<file path="src/sv/assert_macros.svh">
// ============================================================================
// assert_macros.svh
// Assertion shorthands used by the lidar packet binner RTL.
// ============================================================================
`ifndef ASSERT_MACROS_SVH
`define ASSERT_MACROS_SVH

// Checked on every clock edge once reset has been released.
`define LSPB_ASSERT(label, prop, msg) \
    label: assert property (@(posedge clk) disable iff (!rst_n) prop) \
        else $error(msg);

// Checked on every clock edge, including while reset is applied.
`define LSPB_ASSERT_ALWAYS(label, prop, msg) \
    label: assert property (@(posedge clk) prop) \
        else $error(msg);

`endif

</file>
<file path="src/sv/lspb_pkg.sv">
// ============================================================================
// lspb_pkg
// Shared widths, codes and types for the lidar scan packet binner.
// ============================================================================
package lspb_pkg;

    localparam int RANGE_W       = 14;
    localparam int QUAL_W        = 6;
    localparam int ANGLE_W       = 9;
    localparam int FUNC_W        = 2;
    localparam int STATUS_W      = 3;
    localparam int CFG_IDX_W     = 2;
    localparam int OP_W          = 2;
    localparam int BIN_COUNT_DEF = 181;

    localparam logic [FUNC_W-1:0] FUNC_START = 2'd0;
    localparam logic [FUNC_W-1:0] FUNC_BYTE  = 2'd1;
    localparam logic [FUNC_W-1:0] FUNC_READ  = 2'd2;

    localparam logic [STATUS_W-1:0] ST_IGNORED  = 3'd0;
    localparam logic [STATUS_W-1:0] ST_UPDATED  = 3'd1;
    localparam logic [STATUS_W-1:0] ST_TURN     = 3'd2;
    localparam logic [STATUS_W-1:0] ST_SYNC_ERR = 3'd3;
    localparam logic [STATUS_W-1:0] ST_READOUT  = 3'd4;

    localparam logic [CFG_IDX_W-1:0] CFG_RANGE_CAP   = 2'd0;
    localparam logic [CFG_IDX_W-1:0] CFG_MIN_QUALITY = 2'd1;

    localparam logic [OP_W-1:0] OP_PLAIN  = 2'd0;
    localparam logic [OP_W-1:0] OP_UPDATE = 2'd1;
    localparam logic [OP_W-1:0] OP_READ   = 2'd2;

    localparam logic [2:0] PKT_HDR_BYTES = 3'd4;

    localparam logic [1:0] START_BITS_A = 2'b01;
    localparam logic [1:0] START_BITS_B = 2'b10;

    localparam logic [ANGLE_W-1:0] ANG_FRONT_HI = 9'd90;
    localparam logic [ANGLE_W-1:0] ANG_TURN_LO  = 9'd110;
    localparam logic [ANGLE_W-1:0] ANG_HALF     = 9'd180;
    localparam logic [ANGLE_W-1:0] ANG_BACK_HI  = 9'd250;
    localparam logic [ANGLE_W-1:0] ANG_FRONT_LO = 9'd270;
    localparam logic [ANGLE_W-1:0] ANG_FULL     = 9'd360;

    localparam logic [RANGE_W-1:0] RANGE_CAP_RST   = 14'd16383;
    localparam logic [QUAL_W-1:0]  MIN_QUALITY_RST = 6'd0;

    typedef struct packed {
        logic [OP_W-1:0]     op;
        logic [STATUS_W-1:0] status;
        logic [RANGE_W-1:0]  rng_mm;
        logic                set_seen;
        logic                clr_seen;
        logic                stop_capture;
    } decode_t;

endpackage

</file>
<file path="src/sv/lidar_scan_packet_binner.sv">
// ============================================================================
// lidar_scan_packet_binner
// Response path: a request that yields a result passes the s1 stage, then the response register.
// Throughput: one request per cycle unless the response side stalls; the bin RAM is read
// on a finished packet or a read; updates are written as they leave s1, forwarding the last write.
// Reset: asynchronous; clears control state and all bin filled flags, no clearing pass.
// ============================================================================
`include "assert_macros.svh"

module lidar_scan_packet_binner
#(
    parameter int BIN_COUNT = lspb_pkg::BIN_COUNT_DEF
)
(
    input  logic                              clk,
    input  logic                              rst_n,
    input  logic                              cfg_valid,
    output logic                              cfg_ready,
    input  logic [lspb_pkg::CFG_IDX_W-1:0]    cfg_index,
    input  logic [lspb_pkg::RANGE_W-1:0]      cfg_data,
    input  logic                              req_valid,
    output logic                              req_ready,
    input  logic [lspb_pkg::FUNC_W-1:0]       func,
    input  logic [7:0]                        byte_in,
    output logic                              rsp_valid,
    input  logic                              rsp_ready,
    output logic [lspb_pkg::STATUS_W-1:0]     status,
    output logic [7:0]                        bin_index,
    output logic [lspb_pkg::RANGE_W-1:0]      range_value,
    output logic                              bin_valid,
    output logic                              last_bin
);
    import lspb_pkg::*;

    localparam int ADDR_W = $clog2(BIN_COUNT);
    localparam int IDX_W  = (ADDR_W > 8) ? ADDR_W : 8;
    localparam logic [ADDR_W-1:0] LAST_ADDR = ADDR_W'(BIN_COUNT - 1);

    logic [RANGE_W-1:0]   range_cap_reg, range_cap_next;
    logic [QUAL_W-1:0]    min_quality_reg, min_quality_next;
    logic [2:0]           byte_count_reg, byte_count_next;
    logic [3:0][7:0]      packet_reg;
    logic [BIN_COUNT-1:0] filled_reg, filled_next;
    logic                 seen_reg, seen_next;
    logic                 capture_reg, capture_next;
    logic [ADDR_W-1:0]    read_ptr_reg, read_ptr_next;
    logic [RANGE_W-1:0]   carried_range_reg, carried_range_next;
    logic                 carried_valid_reg, carried_valid_next;

    logic                 s1_valid_reg, s1_valid_next;
    logic [OP_W-1:0]      s1_op_reg;
    logic [STATUS_W-1:0]  s1_status_reg;
    logic [ADDR_W-1:0]    s1_addr_reg;
    logic [RANGE_W-1:0]   s1_range_reg;
    logic                 s1_filled_reg;

    logic                 rsp_valid_reg, rsp_valid_next;
    logic [STATUS_W-1:0]  rsp_status_reg;
    logic [7:0]           rsp_index_reg;
    logic [RANGE_W-1:0]   rsp_range_reg;
    logic                 rsp_bin_valid_reg;
    logic                 rsp_last_reg;

    logic                 fwd_valid_reg;
    logic [ADDR_W-1:0]    fwd_addr_reg;
    logic [RANGE_W-1:0]   fwd_data_reg;

    logic [RANGE_W-1:0]   bin_range_mem [BIN_COUNT];
    logic [RANGE_W-1:0]   mem_rd_reg;

    decode_t              dec;
    logic [ADDR_W-1:0]    dec_addr;

    logic                 req_acc;
    logic                 cfg_acc;
    logic                 is_start;
    logic                 is_byte;
    logic                 is_read;
    logic                 byte_taken;
    logic                 pkt_store;
    logic                 pkt_done;
    logic                 s1_load;
    logic                 s1_go;
    logic [ADDR_W-1:0]    s0_addr;
    logic [OP_W-1:0]      s0_op;
    logic [STATUS_W-1:0]  s0_status;
    logic                 read_last;

    logic [RANGE_W-1:0]   stored;
    logic [RANGE_W:0]     sum;
    logic [RANGE_W-1:0]   upd_range;
    logic [RANGE_W-1:0]   rd_range;
    logic                 rd_valid;
    logic                 mem_we;
    logic [IDX_W-1:0]     idx_ext;
    logic [7:0]           out_index;
    logic [RANGE_W-1:0]   out_range;
    logic                 out_bin_valid;
    logic                 out_last;

    lspb_decode #(
        .BIN_COUNT (BIN_COUNT)
    ) u_decode (
        .pkt_bytes   (packet_reg),
        .byte_in     (byte_in),
        .seen_back   (seen_reg),
        .range_cap   (range_cap_reg),
        .min_quality (min_quality_reg),
        .dec         (dec),
        .bin_addr    (dec_addr)
    );

    assign cfg_ready = 1'b1;
    assign cfg_acc   = cfg_valid && cfg_ready;

    assign s1_go     = s1_valid_reg && (!rsp_valid_reg || rsp_ready);
    assign req_ready = !s1_valid_reg || s1_go;
    assign req_acc   = req_valid && req_ready;

    assign is_start   = (func == FUNC_START);
    assign is_byte    = (func == FUNC_BYTE);
    assign is_read    = (func == FUNC_READ);
    assign byte_taken = req_acc && is_byte && capture_reg;
    assign pkt_store  = byte_taken && (byte_count_reg < PKT_HDR_BYTES);
    assign pkt_done   = byte_taken && (byte_count_reg >= PKT_HDR_BYTES);
    assign s1_load    = pkt_done || (req_acc && is_read);
    assign read_last  = (read_ptr_reg == LAST_ADDR);

    assign s0_addr   = is_read ? read_ptr_reg : dec_addr;
    assign s0_op     = is_read ? OP_READ : dec.op;
    assign s0_status = is_read ? ST_READOUT : dec.status;

    // The last write is held so that a read issued in the same cycle still sees it.
    assign stored    = (fwd_valid_reg && fwd_addr_reg == s1_addr_reg) ? fwd_data_reg
                                                                      : mem_rd_reg;
    assign sum       = {1'b0, stored} + {1'b0, s1_range_reg};
    assign upd_range = s1_filled_reg ? sum[RANGE_W:1] : s1_range_reg;
    assign mem_we    = s1_go && (s1_op_reg == OP_UPDATE);

    always_comb
    begin
        if (s1_filled_reg)
        begin
            rd_range = stored;
            rd_valid = 1'b1;
        end
        else if (s1_addr_reg == '0)
        begin
            rd_range = '0;
            rd_valid = 1'b0;
        end
        else
        begin
            rd_range = carried_range_reg;
            rd_valid = carried_valid_reg;
        end
    end

    assign idx_ext = IDX_W'(s1_addr_reg);

    always_comb
    begin
        case (s1_op_reg)
            OP_UPDATE:
            begin
                out_index     = idx_ext[7:0];
                out_range     = upd_range;
                out_bin_valid = 1'b1;
                out_last      = 1'b0;
            end
            OP_READ:
            begin
                out_index     = idx_ext[7:0];
                out_range     = rd_range;
                out_bin_valid = rd_valid;
                out_last      = (s1_addr_reg == LAST_ADDR);
            end
            default:
            begin
                out_index     = '0;
                out_range     = '0;
                out_bin_valid = 1'b0;
                out_last      = 1'b0;
            end
        endcase
    end

    always_comb
    begin
        range_cap_next     = range_cap_reg;
        min_quality_next   = min_quality_reg;
        byte_count_next    = byte_count_reg;
        filled_next        = filled_reg;
        seen_next          = seen_reg;
        capture_next       = capture_reg;
        read_ptr_next      = read_ptr_reg;
        carried_range_next = carried_range_reg;
        carried_valid_next = carried_valid_reg;

        if (cfg_acc)
        begin
            case (cfg_index)
                CFG_RANGE_CAP:   range_cap_next   = cfg_data;
                CFG_MIN_QUALITY: min_quality_next = cfg_data[QUAL_W-1:0];
                default:         range_cap_next   = range_cap_reg;
            endcase
        end

        if (s1_go && s1_op_reg == OP_READ)
        begin
            carried_range_next = rd_range;
            carried_valid_next = rd_valid;
        end

        if (pkt_store)
        begin
            byte_count_next = byte_count_reg + 3'd1;
        end

        if (pkt_done)
        begin
            byte_count_next = '0;
            if (dec.set_seen)
            begin
                seen_next = 1'b1;
            end
            if (dec.clr_seen)
            begin
                seen_next = 1'b0;
            end
            if (dec.stop_capture)
            begin
                capture_next = 1'b0;
            end
            if (dec.op == OP_UPDATE)
            begin
                filled_next[dec_addr] = 1'b1;
            end
        end

        if (req_acc && is_read)
        begin
            read_ptr_next = read_last ? '0 : read_ptr_reg + ADDR_W'(1);
        end

        if (req_acc && is_start)
        begin
            filled_next        = '0;
            byte_count_next    = '0;
            read_ptr_next      = '0;
            carried_range_next = '0;
            carried_valid_next = 1'b0;
            capture_next       = 1'b1;
        end
    end

    always_comb
    begin
        if (s1_load)
        begin
            s1_valid_next = 1'b1;
        end
        else if (s1_go)
        begin
            s1_valid_next = 1'b0;
        end
        else
        begin
            s1_valid_next = s1_valid_reg;
        end

        if (s1_go)
        begin
            rsp_valid_next = 1'b1;
        end
        else if (rsp_ready)
        begin
            rsp_valid_next = 1'b0;
        end
        else
        begin
            rsp_valid_next = rsp_valid_reg;
        end
    end

    always_ff @(posedge clk or negedge rst_n)
    begin
        if (!rst_n)
        begin
            range_cap_reg     <= RANGE_CAP_RST;
            min_quality_reg   <= MIN_QUALITY_RST;
            byte_count_reg    <= '0;
            filled_reg        <= '0;
            seen_reg          <= 1'b0;
            capture_reg       <= 1'b0;
            read_ptr_reg      <= '0;
            carried_range_reg <= '0;
            carried_valid_reg <= 1'b0;
            s1_valid_reg      <= 1'b0;
            rsp_valid_reg     <= 1'b0;
            fwd_valid_reg     <= 1'b0;
        end
        else
        begin
            range_cap_reg     <= range_cap_next;
            min_quality_reg   <= min_quality_next;
            byte_count_reg    <= byte_count_next;
            filled_reg        <= filled_next;
            seen_reg          <= seen_next;
            capture_reg       <= capture_next;
            read_ptr_reg      <= read_ptr_next;
            carried_range_reg <= carried_range_next;
            carried_valid_reg <= carried_valid_next;
            s1_valid_reg      <= s1_valid_next;
            rsp_valid_reg     <= rsp_valid_next;
            if (mem_we)
            begin
                fwd_valid_reg <= 1'b1;
            end
        end
    end

    always_ff @(posedge clk)
    begin
        if (pkt_store)
        begin
            packet_reg[byte_count_reg[1:0]] <= byte_in;
        end
        if (s1_load)
        begin
            s1_op_reg     <= s0_op;
            s1_status_reg <= s0_status;
            s1_addr_reg   <= s0_addr;
            s1_range_reg  <= dec.rng_mm;
            s1_filled_reg <= filled_reg[s0_addr];
        end
        if (s1_go)
        begin
            rsp_status_reg    <= s1_status_reg;
            rsp_index_reg     <= out_index;
            rsp_range_reg     <= out_range;
            rsp_bin_valid_reg <= out_bin_valid;
            rsp_last_reg      <= out_last;
        end
        if (mem_we)
        begin
            fwd_addr_reg <= s1_addr_reg;
            fwd_data_reg <= upd_range;
        end
    end

    always_ff @(posedge clk)
    begin
        if (mem_we)
        begin
            bin_range_mem[s1_addr_reg] <= upd_range;
        end
        if (s1_load)
        begin
            mem_rd_reg <= bin_range_mem[s0_addr];
        end
    end

    assign rsp_valid   = rsp_valid_reg;
    assign status      = rsp_status_reg;
    assign bin_index   = rsp_index_reg;
    assign range_value = rsp_range_reg;
    assign bin_valid   = rsp_bin_valid_reg;
    assign last_bin    = rsp_last_reg;

    `LSPB_ASSERT(a_s1_hold, s1_valid_reg && !s1_go |=> s1_valid_reg && $stable(s1_addr_reg), "stalled bin stage lost its request")
    `LSPB_ASSERT(a_stall_cause, !req_ready |-> s1_valid_reg && rsp_valid_reg && !rsp_ready, "request stalled without a full pipeline")
    `LSPB_ASSERT(a_start_clears, req_acc && is_start |=> filled_reg == '0 && read_ptr_reg == '0, "start request did not clear the bins")
    `LSPB_ASSERT(a_ptr_range, {1'b0, read_ptr_reg} < (ADDR_W + 1)'(BIN_COUNT), "read pointer beyond last bin")
    `LSPB_ASSERT(a_count_range, byte_count_reg <= PKT_HDR_BYTES, "packet byte count overran")

endmodule

</file>
<file path="src/sv/lspb_decode.sv">
// ============================================================================
// lspb_decode
// Checks a completed 5-byte measurement packet and classifies the point.
// ============================================================================
module lspb_decode
#(
    parameter int BIN_COUNT = lspb_pkg::BIN_COUNT_DEF
)
(
    input  logic [3:0][7:0]                  pkt_bytes,
    input  logic [7:0]                       byte_in,
    input  logic                             seen_back,
    input  logic [lspb_pkg::RANGE_W-1:0]     range_cap,
    input  logic [lspb_pkg::QUAL_W-1:0]      min_quality,
    output lspb_pkg::decode_t                dec,
    output logic [$clog2(BIN_COUNT)-1:0]     bin_addr
);
    import lspb_pkg::*;

    localparam int ADDR_W = $clog2(BIN_COUNT);

    logic [ANGLE_W-1:0] angle;
    logic [QUAL_W-1:0]  quality;
    logic [1:0]         start_bits;
    logic               sync_ok;
    logic [RANGE_W-1:0] range_raw;
    logic [RANGE_W-1:0] range_sat;
    logic [ANGLE_W-1:0] bin9;
    logic               bin_ok;
    logic               front;

    assign angle      = {pkt_bytes[2], pkt_bytes[1][7]};
    assign quality    = pkt_bytes[0][7:2];
    assign start_bits = pkt_bytes[0][1:0];
    assign sync_ok    = (start_bits == START_BITS_A || start_bits == START_BITS_B)
                        && pkt_bytes[1][0] && (angle < ANG_FULL);
    assign range_raw  = {byte_in, pkt_bytes[3][7:2]};
    assign range_sat  = (range_raw > range_cap) ? range_cap : range_raw;
    assign bin9       = (angle <= ANG_FRONT_HI) ? (angle + ANG_FRONT_HI)
                                                : (angle - ANG_FRONT_LO);
    assign bin_ok     = {1'b0, bin9} < (ANGLE_W + 1)'(BIN_COUNT);
    assign front      = (angle >= ANG_FRONT_LO) || (angle <= ANG_FRONT_HI);
    assign bin_addr   = ADDR_W'(bin9);

    always_comb
    begin
        dec        = '0;
        dec.op     = OP_PLAIN;
        dec.status = ST_IGNORED;
        if (!sync_ok)
        begin
            dec.status       = ST_SYNC_ERR;
            dec.stop_capture = 1'b1;
        end
        else if (angle > ANG_BACK_HI || angle < ANG_TURN_LO)
        begin
            if (front && seen_back && quality >= min_quality && bin_ok)
            begin
                dec.op     = OP_UPDATE;
                dec.status = ST_UPDATED;
                dec.rng_mm = range_sat;
            end
        end
        else if (angle > ANG_HALF)
        begin
            dec.set_seen = 1'b1;
        end
        else if (seen_back)
        begin
            dec.clr_seen     = 1'b1;
            dec.stop_capture = 1'b1;
            dec.status       = ST_TURN;
        end
    end

endmodule

</file>
<file path="config.mk">
export PLATFORM = sky130hd
export DESIGN_NAME = lidar_scan_packet_binner
export DESIGN_NICKNAME = d
export VERILOG_FILES = /design/src/sv/lspb_pkg.sv /design/src/sv/lidar_scan_packet_binner.sv /design/src/sv/lspb_decode.sv
export VERILOG_INCLUDE_DIRS = /design/src /design/src/sv
export SDC_FILE = /design/constraint.sdc
export NUM_CORES = 2
export LEC_CHECK = 0
export BUFFER_PORTS_ARGS = -buffer_cell sky130_fd_sc_hd__clkbuf_2
export CELL_PAD_IN_SITES_DETAIL_PLACEMENT = 0
export CELL_PAD_IN_SITES_GLOBAL_PLACEMENT = 1
export CORE_ASPECT_RATIO = 2
export CORE_UTILIZATION = 40
export CTS_CLUSTER_DIAMETER = 40
export CTS_CLUSTER_SIZE = 14
export DETAILED_ROUTE_END_ITERATION = 8
export PLACE_DENSITY_LB_ADDON = 0.08
export SYNTH_ARGS = -nofsm -noshare
export SYNTH_HDL_FRONTEND = slang
export SYNTH_HIERARCHICAL = 1
export SYNTH_SLANG_ARGS = --single-unit
</file>
<file path="constraint.sdc">
create_clock -name clk -period 21.4 [get_ports clk]
set_input_delay 1.07 -clock clk [delete_from_list [all_inputs] [get_ports clk]]
set_output_delay 1.07 -clock clk [all_outputs]
set_load 0.005 [all_outputs]
</file>
==> qor.tcl <==
set qor(synthesis.instances) 8280
set qor(wl_um) 439000
set qor(number_of_h_tree_levels) 5
set qor(status) {finished, violations left}
set qor(first_global_vias) 73448
set qor(boundaryPins) 61
set qor(die_area_um2) 295000
set qor(final.setup.worst_slack_ps) 14400
set qor(layout.cells.most_common) {sky130_fd_sc_hd__edfxtp_1}
set qor(initial_standard_cell_utilization_of_the_core) 0.402
set qor(stdcell_count) 12469
set qor(tns_ps) 0
set qor(crit_path_end_kind) {register}
set qor(initial_drt_pass_iterations) 8
set qor(regToRegStartpoint) {idx_ext[4]}
set qor(syn_area_per_cell_um2) 14.1
set qor(wl_per_cell_um) 35.2
set qor(cts.reportedPaths.clkPinSlew_ps) 70
set qor(rows) 280
set qor(final.hold.worst_slack_ps) 59.6
set qor(critPathLaunch) {idx_ext[4]}
set qor(filler_cell_count) 25903
set qor(finalNetCount) 8563
set qor(placement.io_buffers) 59
set qor(share_of_the_clock_period_used_by_the_worst_path) 0.327
set qor(cp_class) {register to register}
set qor(place_congestion) 0.867
set qor(power.leakage_uw) 0.0451
set qor(setup_repair_after_global_routing_missed_its_margin) {no}
set qor(grt_first_pass_wirelength_um) 600000
set qor(drv_slew) 4
set qor(preCtsSetupSlack_ps) 13890
set qor(period_minus_slack_ps) 7000
set qor(worstMarginPinSlew_ps) 1530
set qor(failed_checks) {capacitance limit, slew limit}
set qor(clock_sink_count) 2881
set qor(post-place-cells) 12000
set qor(max_fo_critical_path) 93
set qor(drc) 0
set qor(largest_reg_flops) 2534
set qor(die_width_um) 384
set qor(num_vias) 74835
set qor(largest_net_degree_at_the_start_of_global_routing) 211
set qor(setup_violations) 0
set qor(cts_hold_buf) 0
set qor(drt.antenna.violating_nets) 0
set qor(hpwlAfterDp_um) 270000
set qor(vias_per_cell) 6.00
set qor(numCtsBuffers) 289
set qor(cts.repair.resized) 0
set qor(fp.coreArea_um2) 291000
set qor(cts_tree) {done}
set qor(mappedNetlistArea_um2) 117000
set qor(clock_network_latency_to_the_later_pin_of_the_worst_skew_pair_ps) 910
set qor(clock_tree.root_cell) {sky130_fd_sc_hd__clkbuf_16}
set qor(p_per_area_nw_per_um2) 96.2
set qor(holdCritPathClass) {input pin to async pin}
set qor(max_cap_violations) 2
set qor(reg2reg_setup_slack_ps) 14400
set qor(finalHoldViolCount) 0
set qor(drt-initial-drc-count) 7582
set qor(finalClockSkew_ps) 47.4
set qor(crit_arrival_ps) 7500
set qor(post-cts-setup-buffer-count) 0
set qor(clock_path_buffers) 4
set qor(worstPathRequired_ps) 21900
set qor(setup.worst_path.start_class) {register}
set qor(global_route.usage.total) 0.294
set qor(ys_warn_count) 6
set qor(power_uw) 12700
set qor(grt_overflow) 0
set qor(post_route_cells_drive_above_1_share) 0.132
set qor(grt_antenna_before_repair) 23
set qor(floorplan.die.height_um) 767
set qor(power.ir.vdd_worst_v) 0.0000709
set qor(mostFrequentLayoutCells) {sky130_fd_sc_hd__edfxtp_1 (2,649), sky130_fd_sc_hd__nand2_1 (1,539), sky130_fd_sc_hd__nand3_1 (520), sky130_fd_sc_hd__mux2i_1 (454), sky130_fd_sc_hd__nor2_1 (429)}
set qor(slew_headroom) -0.0494
set qor(timing.fmax_mhz) 143
set qor(layout-area-overhead-vs-synth_pct) 13.1
-- through the flow --
| stage | util | cell area, um^2 |
|---|---|---|
| final | 0.455 | 132000 |
| after global routing | 0.455 | 132000 |
| after CTS | 0.455 | 132000 |
| after detailed placement | 0.424 | 123000 |
| after global placement | 0.424 | 123000 |
| after floorplan | - | 117000 |
-- cell type report --
| cell class | count | area [um^2] | area share |
|---|---|---|---|
| Sequential cell | 2881 | 85400 | 0.645 |
| Tap cell | 3807 | 4760 | 0.0360 |
| Timing Repair Buffer | 466 | 3600 | 0.0272 |
| Inverter | 104 | 434 | 0.00328 |
| Antenna cell | 10 | 25.0 | 0.000189 |
| Clock inverter | 122 | 1290 | 0.00976 |
| Multi-Input combinational cell | 4742 | 29100 | 0.220 |
| Clock buffer | 337 | 7690 | 0.0581 |
-- metal layers --
| metal | up-vias | part of all wire | GRT usage |
|---|---|---|---|
| li1 | 31593 | - | - |
| met1 | 39611 | 0.36 | 0.341 |
| met2 | 2842 | 0.53 | 0.529 |
| met3 | 787 | 0.055 | 0.0341 |
| met4 | 2 | 0.058 | 0.148 |
| met5 | - | 0.000027 | 0 |
-- critical path: stages, from the launching register on --
cell and delay, ps:
sky130_fd_sc_hd__edfxtp_1 630, sky130_fd_sc_hd__xnor2_1 280, sky130_fd_sc_hd__nand3_1 120, sky130_fd_sc_hd__nor3_2 420, sky130_fd_sc_hd__buf_4 290, sky130_fd_sc_hd__mux2_2 410
sky130_fd_sc_hd__and2_1 190, sky130_fd_sc_hd__fa_1 430, sky130_fd_sc_hd__nand3_1 120, sky130_fd_sc_hd__a21boi_0 160, sky130_fd_sc_hd__o21ai_0 440, sky130_fd_sc_hd__a21oi_1 170
sky130_fd_sc_hd__o21a_1 200, sky130_fd_sc_hd__nor2_1 260, sky130_fd_sc_hd__xnor2_1 180, sky130_fd_sc_hd__a21o_4 520, sky130_fd_sc_hd__buf_4 630, sky130_fd_sc_hd__buf_4 990
-- worst paths after layout --
kind | end | cells after the start
min in group clk | range_cap_reg[12] | 2
worst max-delay path | bin_range_mem[118][9] | 17
max in group asynchronous | filled_reg[133] | 3
worst min register to register | status[0] | 0
worst min-delay path | carried_range_reg[12] | 1
worst max register to register | bin_range_mem[118][9] | 17
-- report_power, final --
group | leakage (uW) | switching (uW) | total, uW | internal [uW]
logic | 0.0138 | 1080 | 1430 | 348
clock network | 0.00436 | 2260 | 5050 | 2780
registers | 0.0270 | 24.9 | 6250 | 6220
total | 0.0451 | 3370 | 12700 | 9350
(Power assumes the default switching activity.)
